## src/sli_pkg.sv

```systemverilog
package sli_pkg;

    localparam int NUM_JOINTS_DEF = 16;
    localparam int MAX_OUT        = 16;

    localparam int TW  = 48;   // timestamp width
    localparam int PSW = 24;   // position width
    localparam int VW  = 32;   // velocity width
    localparam int DW  = 20;   // default duration width
    localparam int CIW = 2;    // config index width

    // multiply/divide unit widths: floor(a * b / c)
    localparam int MD_AW = PSW + 1;
    localparam int MD_PW = MD_AW + TW;

    localparam logic [TW-1:0]  T_MAX      = {TW{1'b1}};
    localparam logic [TW-1:0]  US_PER_S   = TW'(1000000);
    localparam logic [DW-1:0]  DFLT_RESET = DW'(16667);
    localparam logic [VW-1:0]  VEL_POS_MAX = {1'b0, {(VW-1){1'b1}}};
    localparam logic [VW-1:0]  VEL_NEG_MAX = {1'b1, {(VW-1){1'b0}}};

    localparam logic [CIW-1:0] REG_VFF_EN = 2'd0;
    localparam logic [CIW-1:0] REG_DFLT   = 2'd1;

    typedef struct packed {
        logic                  kind;
        logic [TW-1:0]         time_us;
        logic [3:0]            joint;
        logic signed [PSW-1:0] position;
        logic                  frame_end;
    } sli_item_t;

    typedef struct packed {
        logic [3:0]            out_joint;
        logic signed [PSW-1:0] out_position;
        logic signed [VW-1:0]  out_velocity;
        logic                  from_target;
        logic                  last;
    } sli_result_t;

    typedef struct packed {
        logic [CIW-1:0] index;
        logic [DW-1:0]  value;
    } sli_cfg_t;

    typedef struct packed {
        logic [MD_AW-1:0] a;
        logic [TW-1:0]    b;
        logic [TW-1:0]    c;
    } sli_md_req_t;

endpackage

```

## src/sli_item_if.sv

```systemverilog
interface sli_item_if import sli_pkg::*; ();
    logic      valid;
    logic      ready;
    sli_item_t data;

    modport source (output valid, output data, input ready);
    modport sink (input valid, input data, output ready);
endinterface

```

## src/sli_result_if.sv

```systemverilog
interface sli_result_if import sli_pkg::*; ();
    logic        valid;
    logic        ready;
    sli_result_t data;

    modport source (output valid, output data, input ready);
    modport sink (input valid, input data, output ready);
endinterface

```

## src/sli_cfg_if.sv

```systemverilog
interface sli_cfg_if import sli_pkg::*; ();
    logic     valid;
    logic     ready;
    sli_cfg_t data;

    modport source (output valid, output data, input ready);
    modport sink (input valid, input data, output ready);
endinterface

```

## src/sli_muldiv.sv

```systemverilog
module sli_muldiv import sli_pkg::*; (
    input  logic              clk,
    input  logic              rst_n,
    input  logic              start,
    input  sli_md_req_t       req,
    output logic              done,
    output logic [MD_PW-1:0]  quot
);

    localparam logic [1:0] PH_IDLE = 2'd0;
    localparam logic [1:0] PH_MUL  = 2'd1;
    localparam logic [1:0] PH_DIV  = 2'd2;
    localparam int CNTW = $clog2(MD_PW);

    logic [1:0]       phase_reg;
    logic [CNTW-1:0]  cnt_reg;
    logic             done_reg;
    logic [MD_AW-1:0] a_reg;
    logic [TW-1:0]    b_reg;
    logic [TW-1:0]    c_reg;
    logic [MD_PW-1:0] p_reg;
    logic [TW-1:0]    r_reg;
    logic [MD_PW-1:0] q_reg;

    logic [TW:0]      r_shift;
    logic             r_ge;

    // one product bit or one quotient bit per cycle
    assign r_shift = {r_reg, p_reg[MD_PW-1]};
    assign r_ge    = r_shift >= {1'b0, c_reg};

    always_ff @(posedge clk or negedge rst_n) begin
        if (!rst_n) begin
            phase_reg <= PH_IDLE;
            cnt_reg   <= '0;
            done_reg  <= 1'b0;
        end
        else begin
            done_reg <= 1'b0;
            case (phase_reg)
                PH_IDLE:
                begin
                    if (start) begin
                        phase_reg <= PH_MUL;
                        cnt_reg   <= '0;
                    end
                end
                PH_MUL:
                begin
                    if (cnt_reg == CNTW'(MD_AW - 1)) begin
                        phase_reg <= PH_DIV;
                        cnt_reg   <= '0;
                    end
                    else begin
                        cnt_reg <= cnt_reg + 1'b1;
                    end
                end
                PH_DIV:
                begin
                    if (cnt_reg == CNTW'(MD_PW - 1)) begin
                        phase_reg <= PH_IDLE;
                        done_reg  <= 1'b1;
                    end
                    else begin
                        cnt_reg <= cnt_reg + 1'b1;
                    end
                end
                default:
                begin
                    phase_reg <= PH_IDLE;
                end
            endcase
        end
    end

    always_ff @(posedge clk) begin
        case (phase_reg)
            PH_IDLE:
            begin
                if (start) begin
                    a_reg <= req.a;
                    b_reg <= req.b;
                    c_reg <= req.c;
                    p_reg <= '0;
                    r_reg <= '0;
                    q_reg <= '0;
                end
            end
            PH_MUL:
            begin
                p_reg <= {p_reg[MD_PW-2:0], 1'b0}
                         + (a_reg[MD_AW-1] ? {{MD_AW{1'b0}}, b_reg} : {MD_PW{1'b0}});
                a_reg <= {a_reg[MD_AW-2:0], 1'b0};
            end
            PH_DIV:
            begin
                r_reg <= r_ge ? TW'(r_shift - {1'b0, c_reg}) : r_shift[TW-1:0];
                q_reg <= {q_reg[MD_PW-2:0], r_ge};
                p_reg <= {p_reg[MD_PW-2:0], 1'b0};
            end
            default:
            begin
                p_reg <= p_reg;
            end
        endcase
    end

    assign done = done_reg;
    assign quot = q_reg;

endmodule

```

## src/setpoint_linear_interpolator_top.sv

```systemverilog
// Channel  | Dir | Transaction
// ---------+-----+----------------------------------------------------------
// item     | in  | target joint value (kind 0) or sample tick (kind 1)
// result   | out | target echo, or one interpolated setpoint per joint
// cfg      | in  | register write: 0 velocity_ff_enable, 1 default_duration_us
//
// A target transaction runs setup S_IVL to S_RD, up to two passes of the shared
// bit-serial multiply/divide unit (25 product bits, 73 quotient bits) for
// interpolation and velocity, then write and emit, and a commit on frame_end. A
// tick without a committed segment is dropped; else it runs S_LEN to S_FIN, then
// reads, interpolates and emits each joint in turn. Reset clears control, config
// and segment timing only. A stalled result holds in the output register.
module setpoint_linear_interpolator_top import sli_pkg::*; #(
    parameter int NUM_JOINTS = NUM_JOINTS_DEF
) (
    input  logic         clk,
    input  logic         rst_n,
    sli_item_if.sink     item,
    sli_result_if.source result,
    sli_cfg_if.sink      cfg
);

    localparam int JW   = (NUM_JOINTS > 1) ? $clog2(NUM_JOINTS) : 1;
    localparam int NOUT = (NUM_JOINTS > MAX_OUT) ? MAX_OUT : NUM_JOINTS;

    localparam logic [3:0] S_IDLE   = 4'd0;
    localparam logic [3:0] S_IVL    = 4'd1;
    localparam logic [3:0] S_LEN    = 4'd2;
    localparam logic [3:0] S_BEG    = 4'd3;
    localparam logic [3:0] S_FIN    = 4'd4;
    localparam logic [3:0] S_RD     = 4'd5;
    localparam logic [3:0] S_INT    = 4'd6;
    localparam logic [3:0] S_INTW   = 4'd7;
    localparam logic [3:0] S_VEL    = 4'd8;
    localparam logic [3:0] S_VELW   = 4'd9;
    localparam logic [3:0] S_WR     = 4'd10;
    localparam logic [3:0] S_EMIT   = 4'd11;
    localparam logic [3:0] S_COMMIT = 4'd12;

    // sequencer and item registers
    logic [3:0]            state_reg;
    logic                  kind_reg;
    logic [TW-1:0]         t_reg;
    logic [3:0]            joint_reg;
    logic signed [PSW-1:0] pos_reg;
    logic                  fe_reg;
    logic [JW-1:0]         idx_reg;
    logic                  jok_reg;
    logic                  ivl_ok_reg;
    logic [TW-1:0]         dur_reg;
    logic                  len_bad_reg;
    logic [TW-1:0]         len_reg;
    logic                  t_le_beg_reg;
    logic [TW-1:0]         el_reg;
    logic                  t_ge_fin_reg;
    logic                  neg_reg;
    logic signed [PSW-1:0] cur_reg;
    logic signed [VW-1:0]  rate_reg;

    // segment timing and configuration
    logic [TW-1:0]         seg_begin_reg;
    logic [TW-1:0]         seg_finish_reg;
    logic [TW-1:0]         prev_time_reg;
    logic                  seg_valid_reg;
    logic                  frame_seen_reg;
    logic                  vff_reg;
    logic [DW-1:0]         dflt_reg;

    // output register
    logic                  out_valid_reg;
    sli_result_t           out_reg;

    // per-joint stores
    logic signed [PSW-1:0] start_mem [NUM_JOINTS];
    logic signed [PSW-1:0] goal_mem  [NUM_JOINTS];
    logic signed [VW-1:0]  rate_mem  [NUM_JOINTS];
    logic signed [PSW-1:0] rd_start_reg;
    logic signed [PSW-1:0] rd_goal_reg;
    logic signed [VW-1:0]  rd_rate_reg;

    logic                  item_acc;
    logic                  out_free;
    logic                  out_load;
    logic                  mem_we;
    logic                  md_start;
    sli_md_req_t           md_req;
    logic                  md_done;
    logic [MD_PW-1:0]      md_quot;

    logic [TW:0]           ivl_diff;
    logic [TW:0]           len_diff;
    logic [TW:0]           el_diff;
    logic [TW:0]           fin_sum;
    logic [TW-1:0]         commit_len;
    logic signed [PSW:0]   int_diff;
    logic signed [PSW:0]   vel_diff;
    logic [MD_AW-1:0]      int_abs;
    logic [MD_AW-1:0]      vel_abs;
    logic signed [PSW-1:0] int_res;
    logic signed [VW-1:0]  vel_sat;
    logic                  tick_last;

    assign item_acc = item.valid && item.ready;
    assign item.ready = (state_reg == S_IDLE);
    assign cfg.ready = 1'b1;
    assign out_free = !out_valid_reg || result.ready;
    assign out_load = (state_reg == S_EMIT) && out_free;
    assign mem_we = (state_reg == S_WR);
    assign result.valid = out_valid_reg;
    assign result.data = out_reg;

    // setup arithmetic: one wide subtract each for S_IVL, S_LEN and S_BEG, one add for commit
    assign ivl_diff = {1'b0, t_reg} - {1'b0, prev_time_reg};
    assign len_diff = {1'b0, seg_finish_reg} - {1'b0, seg_begin_reg};
    assign el_diff  = {1'b0, t_reg} - {1'b0, seg_begin_reg};
    assign commit_len = (dur_reg == '0) ? TW'(1) : dur_reg;
    assign fin_sum  = {1'b0, t_reg} + {1'b0, commit_len};

    assign int_diff = {rd_goal_reg[PSW-1], rd_goal_reg} - {rd_start_reg[PSW-1], rd_start_reg};
    assign vel_diff = {pos_reg[PSW-1], pos_reg} - {rd_goal_reg[PSW-1], rd_goal_reg};
    assign int_abs  = int_diff[PSW] ? MD_AW'(-int_diff) : MD_AW'(int_diff);
    assign vel_abs  = vel_diff[PSW] ? MD_AW'(-vel_diff) : MD_AW'(vel_diff);

    // quotient magnitude is below |goal - start|, so 24 bits carry it
    assign int_res = neg_reg ? rd_start_reg - $signed(md_quot[PSW-1:0])
                             : rd_start_reg + $signed(md_quot[PSW-1:0]);

    always_comb begin
        if (!neg_reg) begin
            vel_sat = (md_quot[MD_PW-1:VW-1] != '0) ? VEL_POS_MAX
                                                    : $signed({1'b0, md_quot[VW-2:0]});
        end
        else if ((md_quot[MD_PW-1:VW] != '0) ||
                 (md_quot[VW-1] && (md_quot[VW-2:0] != '0))) begin
            vel_sat = VEL_NEG_MAX;
        end
        else begin
            vel_sat = -$signed(md_quot[VW-1:0]);
        end
    end

    always_comb begin
        md_start = 1'b0;
        md_req.a = int_abs;
        md_req.b = el_reg;
        md_req.c = len_reg;
        if (state_reg == S_INT) begin
            md_start = seg_valid_reg && !len_bad_reg && !t_ge_fin_reg && !t_le_beg_reg;
        end
        else if (state_reg == S_VEL) begin
            md_start = ivl_ok_reg && seg_valid_reg;
            md_req.a = vel_abs;
            md_req.b = US_PER_S;
            md_req.c = dur_reg;
        end
    end

    assign tick_last = (idx_reg == JW'(NOUT - 1));

    sli_muldiv u_muldiv (
        .clk   (clk),
        .rst_n (rst_n),
        .start (md_start),
        .req   (md_req),
        .done  (md_done),
        .quot  (md_quot)
    );

    // joint stores: one write and one registered read per cycle
    always_ff @(posedge clk) begin
        if (mem_we) begin
            start_mem[idx_reg] <= cur_reg;
            goal_mem[idx_reg]  <= pos_reg;
            rate_mem[idx_reg]  <= rate_reg;
        end
        rd_start_reg <= start_mem[idx_reg];
        rd_goal_reg  <= goal_mem[idx_reg];
        rd_rate_reg  <= rate_mem[idx_reg];
    end

    // configuration writes
    always_ff @(posedge clk or negedge rst_n) begin
        if (!rst_n) begin
            vff_reg  <= 1'b1;
            dflt_reg <= DFLT_RESET;
        end
        else if (cfg.valid && cfg.ready) begin
            case (cfg.data.index)
                REG_VFF_EN: vff_reg  <= cfg.data.value[0];
                REG_DFLT:   dflt_reg <= cfg.data.value;
                default:    vff_reg  <= vff_reg;
            endcase
        end
    end

    // sequencer and segment state
    always_ff @(posedge clk or negedge rst_n) begin
        if (!rst_n) begin
            state_reg      <= S_IDLE;
            seg_begin_reg  <= '0;
            seg_finish_reg <= '0;
            prev_time_reg  <= '0;
            seg_valid_reg  <= 1'b0;
            frame_seen_reg <= 1'b0;
            out_valid_reg  <= 1'b0;
        end
        else begin
            if (out_load) begin
                out_valid_reg <= 1'b1;
            end
            else if (result.ready) begin
                out_valid_reg <= 1'b0;
            end
            case (state_reg)
                S_IDLE:
                begin
                    if (item_acc) begin
                        if (!item.data.kind) begin
                            state_reg <= S_IVL;
                        end
                        else if (seg_valid_reg) begin
                            state_reg <= S_LEN;
                        end
                    end
                end
                S_IVL:    state_reg <= S_LEN;
                S_LEN:    state_reg <= S_BEG;
                S_BEG:    state_reg <= S_FIN;
                S_FIN:    state_reg <= (!kind_reg && !jok_reg) ? S_EMIT : S_RD;
                S_RD:     state_reg <= S_INT;
                S_INT:
                begin
                    if (md_start) begin
                        state_reg <= S_INTW;
                    end
                    else begin
                        state_reg <= kind_reg ? S_EMIT : S_VEL;
                    end
                end
                S_INTW:
                begin
                    if (md_done) begin
                        state_reg <= kind_reg ? S_EMIT : S_VEL;
                    end
                end
                S_VEL:    state_reg <= md_start ? S_VELW : S_WR;
                S_VELW:
                begin
                    if (md_done) begin
                        state_reg <= S_WR;
                    end
                end
                S_WR:     state_reg <= S_EMIT;
                S_EMIT:
                begin
                    if (out_free) begin
                        if (!kind_reg) begin
                            state_reg <= fe_reg ? S_COMMIT : S_IDLE;
                        end
                        else begin
                            state_reg <= tick_last ? S_IDLE : S_RD;
                        end
                    end
                end
                S_COMMIT:
                begin
                    seg_begin_reg  <= t_reg;
                    seg_finish_reg <= fin_sum[TW] ? T_MAX : fin_sum[TW-1:0];
                    prev_time_reg  <= t_reg;
                    frame_seen_reg <= 1'b1;
                    seg_valid_reg  <= 1'b1;
                    state_reg      <= S_IDLE;
                end
                default:
                begin
                    state_reg <= S_IDLE;
                end
            endcase
        end
    end

    // datapath registers
    always_ff @(posedge clk) begin
        case (state_reg)
            S_IDLE:
            begin
                if (item_acc) begin
                    kind_reg  <= item.data.kind;
                    t_reg     <= item.data.time_us;
                    joint_reg <= item.data.joint;
                    pos_reg   <= item.data.position;
                    fe_reg    <= item.data.frame_end;
                    jok_reg   <= 7'(item.data.joint) < 7'(NUM_JOINTS);
                    idx_reg   <= item.data.kind ? '0 : JW'(item.data.joint);
                end
            end
            S_IVL:
            begin
                // take the frame interval only when it runs forward by more than 1 us
                ivl_ok_reg <= frame_seen_reg && !ivl_diff[TW] && (ivl_diff[TW-1:0] > TW'(1));
                dur_reg    <= (frame_seen_reg && !ivl_diff[TW] && (ivl_diff[TW-1:0] > TW'(1)))
                              ? ivl_diff[TW-1:0] : TW'(dflt_reg);
            end
            S_LEN:
            begin
                len_reg     <= len_diff[TW-1:0];
                len_bad_reg <= len_diff[TW] || (len_diff[TW-1:0] <= TW'(1));
            end
            S_BEG:
            begin
                el_reg       <= el_diff[TW-1:0];
                t_le_beg_reg <= el_diff[TW] || (el_diff[TW-1:0] == '0);
            end
            S_FIN:
            begin
                t_ge_fin_reg <= t_reg >= seg_finish_reg;
                rate_reg     <= '0;
            end
            S_INT:
            begin
                neg_reg <= int_diff[PSW];
                if (!seg_valid_reg) begin
                    cur_reg <= pos_reg;
                end
                else if (len_bad_reg || t_ge_fin_reg) begin
                    cur_reg <= rd_goal_reg;
                end
                else begin
                    cur_reg <= rd_start_reg;
                end
            end
            S_INTW:
            begin
                if (md_done) begin
                    cur_reg <= int_res;
                end
            end
            S_VEL:
            begin
                neg_reg  <= vel_diff[PSW];
                rate_reg <= '0;
            end
            S_VELW:
            begin
                if (md_done) begin
                    rate_reg <= vel_sat;
                end
            end
            S_EMIT:
            begin
                if (out_free) begin
                    if (!kind_reg) begin
                        out_reg.out_joint    <= joint_reg;
                        out_reg.out_position <= pos_reg;
                        out_reg.out_velocity <= vff_reg ? rate_reg : '0;
                        out_reg.from_target  <= 1'b1;
                        out_reg.last         <= 1'b1;
                    end
                    else begin
                        out_reg.out_joint    <= 4'(idx_reg);
                        out_reg.out_position <= cur_reg;
                        out_reg.out_velocity <= vff_reg ? rd_rate_reg : '0;
                        out_reg.from_target  <= 1'b0;
                        out_reg.last         <= tick_last;
                        // advance to the next joint
                        if (!tick_last) begin
                            idx_reg <= idx_reg + 1'b1;
                        end
                    end
                end
            end
            default:
            begin
                cur_reg <= cur_reg;
            end
        endcase
    end

    // a target echo is always the only result of its transaction
    a_target_last: assert property (@(posedge clk) disable iff (!rst_n)
        out_valid_reg && out_reg.from_target |-> out_reg.last)
        else $error("target echo without last");

    // never overwrite a result that has not been taken
    a_no_overwrite: assert property (@(posedge clk) disable iff (!rst_n)
        out_load |-> (!out_valid_reg || result.ready))
        else $error("result overwritten");

    // once a segment exists it stays
    a_seg_sticky: assert property (@(posedge clk) disable iff (!rst_n)
        seg_valid_reg |=> seg_valid_reg)
        else $error("segment valid dropped");

    // the divider only finishes while the sequencer waits for it
    a_md_wait: assert property (@(posedge clk) disable iff (!rst_n)
        md_done |-> (state_reg == S_INTW || state_reg == S_VELW))
        else $error("divider result unclaimed");

endmodule
```

## src/flat_wrapper.sv

```systemverilog
// flat-port wrapper written by rule: the top's interface ports become plain ports
module setpoint_linear_interpolator_top_flat import sli_pkg::*;
#(
    parameter int NUM_JOINTS = NUM_JOINTS_DEF
)
  (clk, rst_n, item_valid, item_data, item_ready, result_valid, result_data, result_ready, cfg_valid, cfg_data, cfg_ready);
  sli_item_if item_i ();
  sli_result_if result_i ();
  sli_cfg_if cfg_i ();
  input  logic clk;
  input  logic rst_n;
  input wire logic [$bits(item_i.valid)-1:0] item_valid;
  input wire logic [$bits(item_i.data)-1:0] item_data;
  output wire logic [$bits(item_i.ready)-1:0] item_ready;
  output wire logic [$bits(result_i.valid)-1:0] result_valid;
  output wire logic [$bits(result_i.data)-1:0] result_data;
  input wire logic [$bits(result_i.ready)-1:0] result_ready;
  input wire logic [$bits(cfg_i.valid)-1:0] cfg_valid;
  input wire logic [$bits(cfg_i.data)-1:0] cfg_data;
  output wire logic [$bits(cfg_i.ready)-1:0] cfg_ready;
  assign item_i.valid = item_valid;
  assign item_i.data = item_data;
  assign item_ready = item_i.ready;
  assign result_valid = result_i.valid;
  assign result_data = result_i.data;
  assign result_i.ready = result_ready;
  assign cfg_i.valid = cfg_valid;
  assign cfg_i.data = cfg_data;
  assign cfg_ready = cfg_i.ready;
  setpoint_linear_interpolator_top #(.NUM_JOINTS(NUM_JOINTS)) u_core (.clk(clk), .rst_n(rst_n), .item(item_i), .result(result_i), .cfg(cfg_i));
endmodule
```

## config.mk

```make
export PLATFORM = sky130hd
export DESIGN_NAME = setpoint_linear_interpolator_top_flat
export DESIGN_NICKNAME = d
export VERILOG_FILES = /design/src/sli_pkg.sv /design/src/sli_item_if.sv /design/src/sli_result_if.sv /design/src/sli_cfg_if.sv /design/src/sli_muldiv.sv /design/src/setpoint_linear_interpolator_top.sv /design/src/flat_wrapper.sv
export SDC_FILE = /design/constraint.sdc
export NUM_CORES = 2
export LEC_CHECK = 0
export ABC_CLOCK_PERIOD_IN_PS = 14300
export BUFFER_PORTS_ARGS = -buffer_cell sky130_fd_sc_hd__buf_2
export CAP_MARGIN = 20
export CORE_ASPECT_RATIO = 0.6
export CORE_MARGIN = 1.5
export CORE_UTILIZATION = 45
export CTS_BUF_LIST = sky130_fd_sc_hd__clkbuf_4
export CTS_CLUSTER_SIZE = 8
export DETAILED_ROUTE_END_ITERATION = 10
export MAX_ROUTING_LAYER = met4
export PLACE_DENSITY = 0.66
export SLEW_MARGIN = 10
export SYNTH_ARGS = -nofsm -noshare
export SYNTH_HDL_FRONTEND = slang
export SYNTH_HIERARCHICAL = 1
export SYNTH_SLANG_ARGS = --single-unit
```

## constraint.sdc

```tcl
create_clock -name clk -period 14.3 [get_ports clk]
set_input_delay 3.575 -clock clk [delete_from_list [all_inputs] [get_ports clk]]
set_output_delay 3.575 -clock clk [all_outputs]
set_load 0.05 [all_outputs]
```

==> flow_metrics.py <==
metrics = {
    "grt": {
        "grt_usage_pct": 25.88,
        "grt_pass1_vias": 64270,
        "grt_remaining_overflow": 0,
        "antenna_found_initial": 18,
        "grt_pass1_wl_mm": 433.0,
        "grt_max_degree": 137,
    },
    "sta": {
        "holdWs_ns": 0.5090,
        "setup_viol": 0,
        "max_slew_margin_pct": 10.46,
        "grt_setup_unrepaired": "no",
        "layout_min_cycle_time_ns": 6.662,
        "hold_viol": 0,
        "timing.fmax_mhz": 150.1,
        "tightest_slew_ns": 1.333,
        "tns_ns": 0,
        "drv_slew": 0,
        "fin_crit_sh_pct": 46.59,
        "finalClockSkew_ns": 0.1409,
    },
    "synthesis": {
        "async_flop_share_pct": 6.166,
        "ys_ff_latch": 2157,
        "yosys-top-cells-area": "edfxtp_1 57%, mux4_2 8.7%, ha_1 4.5%",
        "yosys.area.top_type_share_pct": 56.70,
        "syn-num-nets": 7942,
        "synthFlopType": "edfxtp_1",
        "synth-edff-count": 1944,
        "avgSynthCellArea_um2": 13.81,
        "netlist_area_mm2": 0.1030,
        "synth_cells": 7458,
        "yosys_warnings": 6,
        "synthDistinctLibCells": 103,
        "yosysTopAreaCell": "edfxtp_1",
        "seq_area_frac_synth_pct": 61.49,
    },
    "clock_tree": {
        "cts_tree": "yes",
        "cts_setup_buffers": 0,
        "clockRootBuffer": "clkbuf_4",
        "clk_pin_slew_ns": 0.09,
        "cts_hold_buf": 0,
        "cts_buffers": 526,
        "cts.sinks": 2157,
        "clk_latency_ns": 1.25,
        "htreeDepth": 6,
        "clk_path_buf_depth": 4,
        "cts_resized": 0,
    },
    "routing": {
        "num_vias": 68010,
        "ant_nets": 0,
        "viasPerCell": 6.008,
        "drc": 0,
        "firstDrtPassIters": 6,
        "routed_wl_mm": 296.3,
        "initialDrtViolationCount": 8818,
        "wl_per_cell_um": 26.17,
    },
    "setup_path": {
        "crit_family": "compound AO/OA/AOI/OAI gates",
        "required_ns": 15.36,
        "cpMaxStageDelayCell": "nor4_1",
        "cp.buffers_inverters": 2,
        "cp_data_arrival_time_ns": 7.73,
        "critPathKind": "reg -> reg",
        "crit_path_start_kind": "flop",
        "max_stage_delay_ns": 0.96,
        "cp-end-kind": "flop",
        "crit_fanout": 47,
        "crit_chain": "nor4_1 -> nand4_1 -> o31ai_1 -> ha_1 -> fa_1 -> a21o_1 -> a21oi_1 -> o21a_1 -> o21ai_0 -> nand2_1 -> o21ai_0 -> a31oi_1 -> o21ai_1 -> buf_4 -> nand3_1 -> a21oi_4 -> buf_4 -> nor2_1 -> a21oi_1",
    },
    "run_status": {
        "outcome": "complete, no violations",
    },
    "floorplanning": {
        "core-area_mm2": 0.2265,
        "design.die.area_mm2": 0.2318,
        "initial_core_util_pct": 45.46,
        "die_h_um": 373.5,
        "die-width_um": 620.5,
        "ios": 170,
        "row_count": 135,
    },
    "placed_design": {
        "dp_hpwl_mm": 192.5,
        "port_buffers": 168,
        "placed_area_mm2": 0.1072,
        "gp_congestion": 0.9959,
    },
    "cells_and_area": {
        "nets": 8371,
        "areaGrowthSynthToFinish_pct": 11.01,
        "fin_area_mm2": 0.1143,
        "largestRegisters": "u_core/rate_mem (512), u_core/goal_mem (384), u_core/start_mem (384)",
        "largest_reg_flops": 512,
        "layout-drive-gt1-share_pct": 20.85,
        "largest-register": "u_core/rate_mem",
    },
    "power_and_ir_drop": {
        "vdd_ir_drop_max_mv": 0.1207,
        "powerDensity_mw_per_mm2": 204.6,
        "p_leak_nw": 41.49,
    },
    "min_path": {
        "hold_path_class": "reg -> reg",
    },
    "job": {
        "cap_violations": 0,
    },
}
## cell usage after synthesis (30+ instances only)
| master | n |
|---|---|
| nand2b_1 | 57 |
| a31oi_1 | 48 |
| dfxtp_1 | 80 |
| a211oi_1 | 60 |
| and3_1 | 56 |
| nor4_1 | 43 |
| a21o_1 | 171 |
| nand4_1 | 85 |
| o21ai_0 | 390 |
| a21oi_1 | 425 |
| clkbuf_1 | 331 |
| xnor2_1 | 195 |
| buf_1 | 34 |
| xor2_1 | 120 |
| mux4_2 | 400 |
| o21a_1 | 56 |
| nor3_1 | 129 |
| mux2_2 | 80 |
| and2_1 | 197 |
| nand2_1 | 499 |
| inv_1 | 335 |
| nor2_1 | 412 |
| dfrtp_1 | 126 |
| nor2b_1 | 97 |
| mux2i_1 | 74 |
| edfxtp_1 | 1944 |
| or3_1 | 41 |
| nand3_1 | 120 |
| o21bai_1 | 38 |
| o211ai_1 | 51 |
| o311ai_0 | 30 |
| ha_1 | 371 |
## logic make-up after synthesis
group | after synthesis | share of synthesized area (%)
xor+xnor | 315 | 2.680
compound gates | 1494 | 9.176
mux | 569 | 10.56
simple gates | 1828 | 8.752
fa+ha+maj | 379 | 4.664
other cells | 1 | 0.003642
buf+inv | 715 | 2.669
flops | 2157 | 61.49
## path summary, 6_finish.rpt
path,startpoint,to,slack [ns],depth (start not counted)
setup reg to reg,u_core/dur_reg[43],u_core/seg_finish_reg[12],7.64,19
min in group asynchronous,rst_n,u_core/seg_finish_reg[47],2.32,1
hold / removal,u_core/el_reg[3],u_core/u_muldiv/b_reg[3],0.51,1
max in group asynchronous,rst_n,u_core/prev_time_reg[8],10.05,3
setup / recovery,u_core/dur_reg[43],u_core/seg_finish_reg[12],7.64,19
hold reg to reg,u_core/el_reg[3],u_core/u_muldiv/b_reg[3],0.51,1
## layer usage
layer | global-route usage, % | part of all wire, % | vias to the layer above
li1 | - | - | 29770
met1 | 41.44 | 47 | 34120
met2 | 32.72 | 40 | 3754
met3 | 6.380 | 12 | 363
met4 | 4.945 | 1.5 | 0
met5 | - | 0 | -
## power by group
group / internal [mW] / total, mW / switching [mW]
registers: 8.13 / 8.76 / 0.636
logic: 3.34 / 9.30 / 5.96
clock network: 2.76 / 5.33 / 2.56
## metrics by stage
step           power (mW)  worst slack (ns)  std cells  utilization (%)
2_1_floorplan       14.81             3.962       7458                -
3_3_place_gp        17.69             8.064      10360            47.32
3_5_place_dp        17.79             8.020      10360            47.32
4_1_cts             23.20             7.527      11300            50.37
5_1_grt             24.58             7.532      11320            50.46
6_report            23.39             7.638      11320            50.46
## cell type report
type / instances / area, µm²
inverter: 336 / 1262
tap: 3014 / 3771
timing repair buffer: 280 / 1873
clock inverter: 127 / 865.8
fill: 19280 / 112200
antenna: 14 / 35.03
sequential: 2157 / 63320
multi-input combinational: 4586 / 37130
clock buffer: 806 / 6051
## cells in the final DEF (no fill, tap or decap), types with 120 or more instances in the layout
master,instances
xnor2_1,195
edfxtp_1,1944
inv_1,334
mux4_2,400
o21ai_0,389
a21o_1,170
nor2_1,398
nand2_1,498
nor3_1,120
ha_1,370
a21oi_1,422
clkbuf_4,808
and2_1,195
buf_2,167
xor2_1,120
dfrtp_1,125
(Power assumes the default switching activity.)
